`src/sv/sit_pkg.sv`:
```
package sit_pkg;

  // Request kinds on req_type_i.
  localparam logic REQ_INSERT = 1'b0;
  localparam logic REQ_READ   = 1'b1;

  // Result status codes.
  localparam logic [1:0] ST_INSERTED = 2'd0;
  localparam logic [1:0] ST_FULL     = 2'd1;
  localparam logic [1:0] ST_READ     = 2'd2;
  localparam logic [1:0] ST_EMPTY    = 2'd3;

  localparam int unsigned OUT_VALUE_WIDTH = 32;
  localparam int unsigned FILL_WIDTH      = 5;

  // Control broadcast from the sequencer to every cell of the row.
  typedef struct packed {
    logic insert;
    logic rotate;
  } cell_ctl_t;

endpackage

```
`src/sv/sorted_insert_table.sv`:
```
// Sorted insert table: keeps up to CAPACITY signed values in ascending order.
// Requests enter on start_i with req_type_i and value_i; a request is taken at a
// rising edge where start_i is high and busy_o is low.
// An insert gives one result in the cycle after it is taken (status inserted, or
// full when the table already holds CAPACITY entries and the value is dropped).
// Inserts can follow one another every cycle: every cell compares its entry with
// the new value in parallel and either keeps it, takes the new value or takes its
// lower neighbor's entry.
// A read of N stored entries gives N results on consecutive cycles, starting in
// the cycle after the request, lowest value first, with last_o on the final one.
// The row rotates one place per cycle and the head cell drives out_value_o, so
// busy_o is high while those results stream out. A read of an empty table gives
// one result with status empty in the next cycle.
// Each result is on the ports for exactly one cycle while done_o is high; the
// receiver cannot stall the block.
// Reset empties the table at once; stored values are not cleared.
module sorted_insert_table #(
  parameter int unsigned CAPACITY    = 16,
  parameter int unsigned VALUE_WIDTH = 32
) (
  input  logic                                        clk_i,
  input  logic                                        rst_ni,
  input  logic                                        start_i,
  output logic                                        busy_o,
  input  logic                                        req_type_i,
  input  logic signed [sit_pkg::OUT_VALUE_WIDTH-1:0]  value_i,
  output logic                                        done_o,
  output logic signed [sit_pkg::OUT_VALUE_WIDTH-1:0]  out_value_o,
  output logic        [1:0]                           status_o,
  output logic                                        last_o,
  output logic        [sit_pkg::FILL_WIDTH-1:0]       fill_count_o
);
  import sit_pkg::*;

  localparam int unsigned CW = $clog2(CAPACITY + 1);

  logic [CW-1:0] count_q, count_d;
  logic [CW-1:0] rd_left_q, rd_left_d;
  logic          res_valid_q, res_valid_d;
  logic [1:0]    res_status_q, res_status_d;
  logic [FILL_WIDTH-1:0] res_fill_q, res_fill_d;

  logic accept;
  logic is_insert;
  logic is_full;
  logic streaming;
  cell_ctl_t ctl;
  logic signed [VALUE_WIDTH-1:0] ins_val;

  logic signed [VALUE_WIDTH-1:0] cell_val [CAPACITY];
  logic                          cell_lt  [CAPACITY];

  assign streaming = (rd_left_q != '0);
  assign busy_o    = streaming;
  assign accept    = start_i && !busy_o;
  assign is_insert = (req_type_i == REQ_INSERT);
  assign is_full   = (count_q == CW'(CAPACITY));
  assign ins_val   = VALUE_WIDTH'(value_i);

  assign ctl.insert = accept && is_insert && !is_full;
  assign ctl.rotate = streaming;

  for (genvar i = 0; i < CAPACITY; i++) begin : g_cell
    logic                          prev_lt;
    logic signed [VALUE_WIDTH-1:0] prev_val;
    logic signed [VALUE_WIDTH-1:0] next_val;

    if (i == 0) begin : g_first
      assign prev_lt  = 1'b1;
      assign prev_val = ins_val;
    end else begin : g_mid
      assign prev_lt  = cell_lt[i-1];
      assign prev_val = cell_val[i-1];
    end

    if (i == CAPACITY - 1) begin : g_last
      assign next_val = cell_val[0];
    end else begin : g_inner
      assign next_val = cell_val[i+1];
    end

    sit_cell #(
      .VALUE_WIDTH(VALUE_WIDTH)
    ) u_cell (
      .clk_i     (clk_i),
      .ctl_i     (ctl),
      .ins_val_i (ins_val),
      .in_use_i  (CW'(i) < count_q),
      .is_tail_i (CW'(i + 1) == count_q),
      .prev_lt_i (prev_lt),
      .prev_val_i(prev_val),
      .next_val_i(next_val),
      .head_val_i(cell_val[0]),
      .lt_o      (cell_lt[i]),
      .val_o     (cell_val[i])
    );
  end

  always_comb begin
    count_d      = count_q;
    rd_left_d    = rd_left_q;
    res_valid_d  = 1'b0;
    res_status_d = res_status_q;
    res_fill_d   = res_fill_q;
    if (streaming) begin
      rd_left_d = rd_left_q - CW'(1);
    end
    if (accept) begin
      if (is_insert) begin
        res_valid_d = 1'b1;
        if (is_full) begin
          res_status_d = ST_FULL;
          res_fill_d   = FILL_WIDTH'(count_q);
        end else begin
          count_d      = count_q + CW'(1);
          res_status_d = ST_INSERTED;
          res_fill_d   = FILL_WIDTH'(count_q + CW'(1));
        end
      end else if (count_q == '0) begin
        res_valid_d  = 1'b1;
        res_status_d = ST_EMPTY;
        res_fill_d   = '0;
      end else begin
        rd_left_d = count_q;
      end
    end
  end

  always_ff @(posedge clk_i or negedge rst_ni) begin
    if (!rst_ni) begin
      count_q     <= '0;
      rd_left_q   <= '0;
      res_valid_q <= 1'b0;
    end else begin
      count_q     <= count_d;
      rd_left_q   <= rd_left_d;
      res_valid_q <= res_valid_d;
    end
  end

  always_ff @(posedge clk_i) begin
    res_status_q <= res_status_d;
    res_fill_q   <= res_fill_d;
  end

  assign done_o       = res_valid_q || streaming;
  assign status_o     = streaming ? ST_READ : res_status_q;
  assign last_o       = streaming ? (rd_left_q == CW'(1)) : 1'b1;
  assign fill_count_o = streaming ? FILL_WIDTH'(count_q) : res_fill_q;
  assign out_value_o  = streaming ? OUT_VALUE_WIDTH'(cell_val[0]) : '0;

endmodule

```
`src/sv/sit_cell.sv`:
```
module sit_cell #(
  parameter int unsigned VALUE_WIDTH = 32
) (
  input  logic                          clk_i,
  input  sit_pkg::cell_ctl_t            ctl_i,
  input  logic signed [VALUE_WIDTH-1:0] ins_val_i,
  input  logic                          in_use_i,
  input  logic                          is_tail_i,
  input  logic                          prev_lt_i,
  input  logic signed [VALUE_WIDTH-1:0] prev_val_i,
  input  logic signed [VALUE_WIDTH-1:0] next_val_i,
  input  logic signed [VALUE_WIDTH-1:0] head_val_i,
  output logic                          lt_o,
  output logic signed [VALUE_WIDTH-1:0] val_o
);
  import sit_pkg::*;

  logic signed [VALUE_WIDTH-1:0] val_q;
  logic signed [VALUE_WIDTH-1:0] val_d;

  // Stored entries form a sorted prefix, so the less-than flags form a prefix too.
  assign lt_o  = in_use_i && (val_q < ins_val_i);
  assign val_o = val_q;

  always_comb begin
    val_d = val_q;
    if (ctl_i.insert) begin
      if (lt_o) begin
        val_d = val_q;
      end else if (prev_lt_i) begin
        val_d = ins_val_i;
      end else begin
        val_d = prev_val_i;
      end
    end else if (ctl_i.rotate) begin
      // The head entry wraps around to the tail of the occupied prefix during a read.
      val_d = is_tail_i ? head_val_i : next_val_i;
    end
  end

  always_ff @(posedge clk_i) begin
    val_q <= val_d;
  end

endmodule

```
`config.mk`:
```
export PLATFORM = sky130hd
export DESIGN_NAME = sorted_insert_table
export DESIGN_NICKNAME = d
export VERILOG_FILES = /design/src/sv/sit_pkg.sv /design/src/sv/sorted_insert_table.sv /design/src/sv/sit_cell.sv
export SDC_FILE = /design/constraint.sdc
export NUM_CORES = 2
export LEC_CHECK = 0
export BUFFER_PORTS_ARGS = -buffer_cell sky130_fd_sc_hd__buf_2
export CAP_MARGIN = 15
export CELL_PAD_IN_SITES_DETAIL_PLACEMENT = 0
export CELL_PAD_IN_SITES_GLOBAL_PLACEMENT = 1
export CORE_ASPECT_RATIO = 0.8
export CORE_MARGIN = 2
export CORE_UTILIZATION = 55
export DETAILED_ROUTE_END_ITERATION = 12
export GPL_ROUTABILITY_DRIVEN = 0
export HOLD_SLACK_MARGIN = 0.06
export PLACE_DENSITY_LB_ADDON = 0.1
export SETUP_SLACK_MARGIN = 0.4
export SLEW_MARGIN = 20
export SYNTH_ARGS = -nofsm -noshare
export SYNTH_HDL_FRONTEND = slang
export SYNTH_SLANG_ARGS = --single-unit
```
`constraint.sdc`:
```
create_clock -name clk_i -period 10.3 [get_ports clk_i]
set_clock_uncertainty 0.1 [all_clocks]
set_input_delay 0.515 -clock clk_i [delete_from_list [all_inputs] [get_ports clk_i]]
set_output_delay 0.515 -clock clk_i [all_outputs]
set_load 0.01 [all_outputs]
```
* Yosys cells after proc, flatten, opt, wreduce, memory -nomap -nowiden
Cells that the tools add are included.
** Word-level totals
- Bits in registers :: 530
- Bits of input ports :: 36
- Output and inout bits :: 42
- Logic and storage cells :: 229
** Cells by class
- $add $sub $neg :: 2
- Order comparisons :: 32
- Equal/unequal tests :: 35
- Multiplexer cells :: 95
- Bitwise logic cells :: 1
- Reductions and logical operators :: 43
** Operators with widths (count)
- 2-to-1 mux 32 bit :: 79
- < comparator 32 bit :: 16
- equality test 4 x 5 -> 1 bit (first input constant) :: 8
- < comparator 4 x 5 -> 1 bit (first input constant) :: 8
- 2-to-1 mux 5 bit :: 8
- != test 2 bit (second input constant) :: 17
- AND reduction 2 bit :: 17
- equality test 3 x 5 -> 1 bit (first input constant) :: 4
- < comparator 3 x 5 -> 1 bit (first input constant) :: 4
- logical AND 1 bit :: 19
- equality test 2 x 5 -> 1 bit (first input constant) :: 2
- < comparator 1 x 5 -> 1 bit (first input constant) :: 2
- < comparator 2 x 5 -> 1 bit (first input constant) :: 2
- 2-to-1 mux 2 bit :: 3
- adder 5 x 1 -> 5 bit (second input constant) :: 1
- equality test 1 x 5 -> 1 bit (first input constant) :: 1
- equality test 5 x 1 -> 1 bit (second input constant) :: 1
- equality test 5 bit (second input constant) :: 1
- logical NOT 5 bit :: 1
- 2-to-1 mux 1 bit :: 5
- nonzero test 5 bit :: 1
- subtractor 5 x 1 -> 5 bit (second input constant) :: 1
- AND reduction 3 bit :: 1
- logical NOT 1 bit :: 2
- other kinds (4) :: 4

* Logic depth before layout (Yosys ltp)
- Depth in word-level cells :: 7
- Gate-level depth with buffers :: 14
- Gate-level depth less buffers :: 11

* Modules after synthesis
Synthesis repeated with hierarchy kept, for this count alone.
** Unflattened totals
- Cell total of the unflattened synthesis :: 4926
- Area, all modules :: 45971.6 µm²
** Modules (own cells, without submodules)
- sit_cell :: times used 16, cells an instance 296, area each 2778.9 µm², seq. area each 960.9 µm²
- sorted_insert_table :: times used 1, cells an instance 190, area each 1508.9 µm², seq. area each 485.5 µm²

* Worst setup path before layout
Ideal clock, no wire load.
- Kind :: input-to-reg
- From :: input port value_i[21] (netlist bit)
- To :: register g_cell[2].u_cell.val_q[0], enable pin
- Library setup time :: 466 ps
- Arrival :: 4918 ps
- Data required time :: 9734 ps
- Slack :: 4817 ps
- Stages :: 11
- Path buffers :: 3
- Cells stage by stage :: clkbuf_1 -> inv_1 -> ha_1 -> nand4_1 -> nor3_1 -> o2111ai_1 -> a2111o_1 -> and3_1 -> buf_2 -> clkbuf_1 -> o21ai_0
** On the way
- Word-level cells in the longest chain between the ends :: 4
** RTL lines
- from (decl) :: RTL line sorted_insert_table.sv:26 : input logic signed [sit_pkg::OUT_VALUE_WIDTH-1:0] value_i,
- < comparator 32 bit :: RTL line sit_cell.sv:22 : assign lt_o = in_use_i && (val_q < ins_val_i);
- logical AND 1 bit :: RTL line sit_cell.sv:22
- != test 2 bit (no source line)
- AND reduction 2 bit (no source line)
- to (signal assigned) :: RTL line sit_cell.sv:42 : val_q <= val_d;
- to (decl) :: RTL line sit_cell.sv:18 : logic signed [VALUE_WIDTH-1:0] val_q;
No other way between the ends.
A chain may end at the register's enable or synchronous reset.

* Worst setup path in the final report
- From :: register rd_left_q[2]
- To :: register g_cell[3].u_cell.val_q[0], enable pin
** On the way
- Word-level cells in the longest chain between the ends :: 7
- Elaborated cells on any way between the ends :: 8
- Those cells by class :: 1 x eq/ne; 7 x reduce/logical
** RTL lines
- from (decl) :: RTL line sorted_insert_table.sv:38 : logic [CW-1:0] rd_left_q, rd_left_d;
- from (signal assigned) :: RTL line sorted_insert_table.sv:136 : rd_left_q <= rd_left_d;
- nonzero test 5 bit (*) :: RTL line sorted_insert_table.sv:53 : assign streaming = (rd_left_q != '0);
- logical NOT 1 bit :: RTL line sorted_insert_table.sv:55 : assign accept = start_i && !busy_o;
- logical AND 1 bit :: RTL line sorted_insert_table.sv:55
- logical AND 1 bit (2 in a row) :: RTL line sorted_insert_table.sv:60 : assign ctl.insert = accept && is_insert && !is_full;
- != test 2 bit (no source line) / nonzero test 2 bit (equally long branches)
- AND reduction 2 bit (no source line) (*)
- to (signal assigned) :: RTL line sit_cell.sv:42
- to (decl) :: RTL line sit_cell.sv:18
Mark *: on every way between the ends. The rest lies on a longest branch, timed or not.

==> impl_results.md <==
* Crit path launch type: register
* Post-synthesis cell type count at 81
* Outcome: completed
* Drt via density at 6.83
* Final wirelength at 151000 µm
* Antenna violations before repair at 4
* Register area share after synthesis at 36.5%
* Total core area at 0.0785 mm²
* Final Cycle Share at between 50% and 60%
* Row cnt at 92
* Fmax at about 0.19 GHz
* Global Route met1 Usage at approximately 56%
* Synth top area cells: edfxtp_1 (36%), ha_1 (14%), mux2i_1 (7.3%)
* Clock-pin slew on the worst setup and hold paths at about 0.060 ns
* Post-synth EDFFs at about 520
* Die width at ~320 µm
* FFs w/ async S/R, synth at under 10%
* Die Ht at about 260 µm
* Worst Hold Class: in2reg
* # placed instances at about 5300
* Post-Syn Area at about 0.043 mm²
* Final hold vios at 0
* Io pins at 78
* Remaining antenna violation count at 0
* Met2 GRT Util at roughly 50%
* Routed vias at about 37000
* Avg Inst Size Synth at roughly 10 µm²
* Share of cells above drive strength 1 at around an eighth
* Synth Register Bits at between 500 and 600
* CP Class: reg2reg
* Setup TNS at 0 ns
* Met3 Usage GRT at under 10%
* Drt first pass iters at 6
* Buffers on Ports at 77
* Clock tree sinks at 530
* Clk root buf: clkbuf_16
* Vias in the first global route at around 34000
* Post-synth net total at about 5000
* CTS tree: built
* Final Instance Count excl. Fillers at 5444
* VDD IR-drop max at roughly 0.23 mV
* R2R setup slack at about 5 ns
* Max-Cap Viols at 0
* Top Usage Layer GRT: met1
* CTS H-tree lvls at 2
* FILL cells at slightly below 7000
* Slew @ Worst Pin at 1.04 ns
* Post-synth top cells: a21oi_1 (594), edfxtp_1 (519), ha_1 (501), nand2_1 (400), mux2i_1 (318)
* Final setup viols at 0
* Largest net degree at the start of global routing at 207
* Crit end category: register
* Tot GR Track Use at between 30% and 40%
* Drc violations at 0
* Most used DFF post-synth: edfxtp_1
* Die area at roughly 0.081 mm²
* Cell taking the most area after synthesis: edfxtp_1
* WP data required at roughly 11 ns
* WHS at about 0.13 ns
* Lkg Pwr at a little under 0.02 µW
* Worst setup path end: g_cell[3].u_cell.val_o[0]
* Syn-to-layout area delta at 7.02%
* CP Launch Point: rd_left_q[2]
* Relative slew slack at a little under a third
* Post-cts sizing count at 0
* Total global routing overflow at 0
* Reg2Reg Depth at 10
* Cts bufs inserted at 60
* Yosys warnings at 0
* Crit path DAT at 5.48 ns
* Reg-to-reg startpoint: rd_left_q[2]
* Min cycle time layout at around 5.2 ns
* Final Core Density at between 50% and 60%
* Most common cell in the netlist: a21oi_1
* Unrepaired setup endpoints after global routing: no
* Overall power at roughly 16000 µW
* Post-DP HPWL at between 100000 and 150000 µm
* First-pass GRT wire length at 225000 µm
* Peak fanout along the critical path at 76
* DR WL/cell at 27.8 µm
* First DRT Iteration DRCs at ~4700
* Yosys top cell area share at 35.9%
* Skew-Pair Late Insertion Delay at around 0.68 ns
* Clock Path Buffers at 3
* Pwr dens at approximately 340 mW/mm²
* RR Endpoint: g_cell[3].u_cell.val_o[0]
* Initial core utilization at between 50% and 60%
* Mapped Cells at between 4000 and 5000
* Nets@finish at between 4000 and 5000
* Max-slew violations at 0
-- area by class of cell --
| cell class | count | area [µm²] | share of cell area [%] |
|---|---|---|---|
| well taps | 1034 | 1290 | 2.78 |
| repair buffers | 202 | 1390 | 2.99 |
| flip-flops and latches | 530 | 15900 | 34.1 |
| clock buffers | 68 | 1550 | 3.34 |
| clock inverters | 42 | 363 | 0.780 |
| multi-input cells | 3517 | 25900 | 55.6 |
| diodes | 6 | 15.0 | 0.0323 |
| inverters | 45 | 169 | 0.363 |
-- worst max-delay path: stages (launching register included) --
cell and delay (ns):
dfrtp_1 0.42, nor3_1 0.42, and2_1 0.19, buf_4 0.46, nand2_1 0.34, nor2_4 0.14, buf_4 0.58, buf_4 0.81
nand2_1 0.10, nand2_1 0.79, buf_4 0.47
-- registers in the layout, indices dropped and copies added, names as in the netlist --
name,count
res_fill_q,5
rd_left_q,5
count_q,5
res_status_q,2
res_valid_q,1
g_cell.u_cell.val_o,512
-- report_power, final --
group,switching [µW],internal [µW],leakage (µW)
Clock,978,1220,0.000937
Sequential,1460,4070,0.00552
Combinational,4860,3350,0.0129
-- per-stage QoR --
| step | instance area, µm² | setup WS (ns) |
|---|---|---|
| after global placement | 44500 | 4.66 |
| after detailed placement | 44600 | 4.64 |
| after floorplan | 43500 | 4.82 |
| final | 46500 | 5.06 |
| after CTS | 46500 | 5.11 |
| after global routing | 46500 | 4.84 |
-- timing repair --
item,4_1_cts,5_1_grt
buffers inserted,0,0
hold endpoints to repair,11,0
hold buffers,1,0
-- layer usage --
metal	up-vias	share of wire, %	wire (µm)
li1	16969	-	-
met1	17906	45	68800
met2	2074	40	60300
met3	235	12	17500
met4	0	3.1	4680
met5	-	0	0
-- worst min path at each step --
stage / end / slack [ns] / start / depth (start not counted)
2_1_floorplan: count_q[0] / 0.12 / rst_ni / 0
3_3_place_gp: count_q[2] / 0.30 / rst_ni / 1
3_5_place_dp: count_q[4] / 0.30 / rst_ni / 1
4_1_cts: res_status_q[1] / 0.11 / req_type_i / 1
5_1_grt: res_status_q[1] / 0.14 / req_type_i / 1
6_report: rd_left_q[2] / 0.13 / req_type_i / 3
-- cell usage in the layout, fill, tap and decap left out, types with 128 or more instances in the layout --
| cell | synthesis | final |
|---|---|---|
| a211oi_1 | 137 | 137 |
| ha_1 | 501 | 501 |
| mux2_2 | 130 | 130 |
| mux2i_1 | 318 | 318 |
| edfxtp_1 | 519 | 519 |
| nor2_1 | 186 | 182 |
| a21oi_1 | 594 | 593 |
| o21ai_0 | 132 | 128 |
| nand3_1 | 132 | 131 |
| nor3_1 | 152 | 152 |
| nand2_1 | 400 | 396 |
-- cells by family after synthesis --
group | Yosys count | share of synthesized area [%]
AOI/OAI and AO/OA | 1346 | 20.3
xor gates and xnor gates | 11 | 0.222
buffers and inverters | 413 | 4.49
DFF | 530 | 36.5
and+or+nand+nor | 1210 | 13.4
muxes | 449 | 10.7
adders and majority gates | 501 | 14.4
Power figures use the tool's default switching activity.
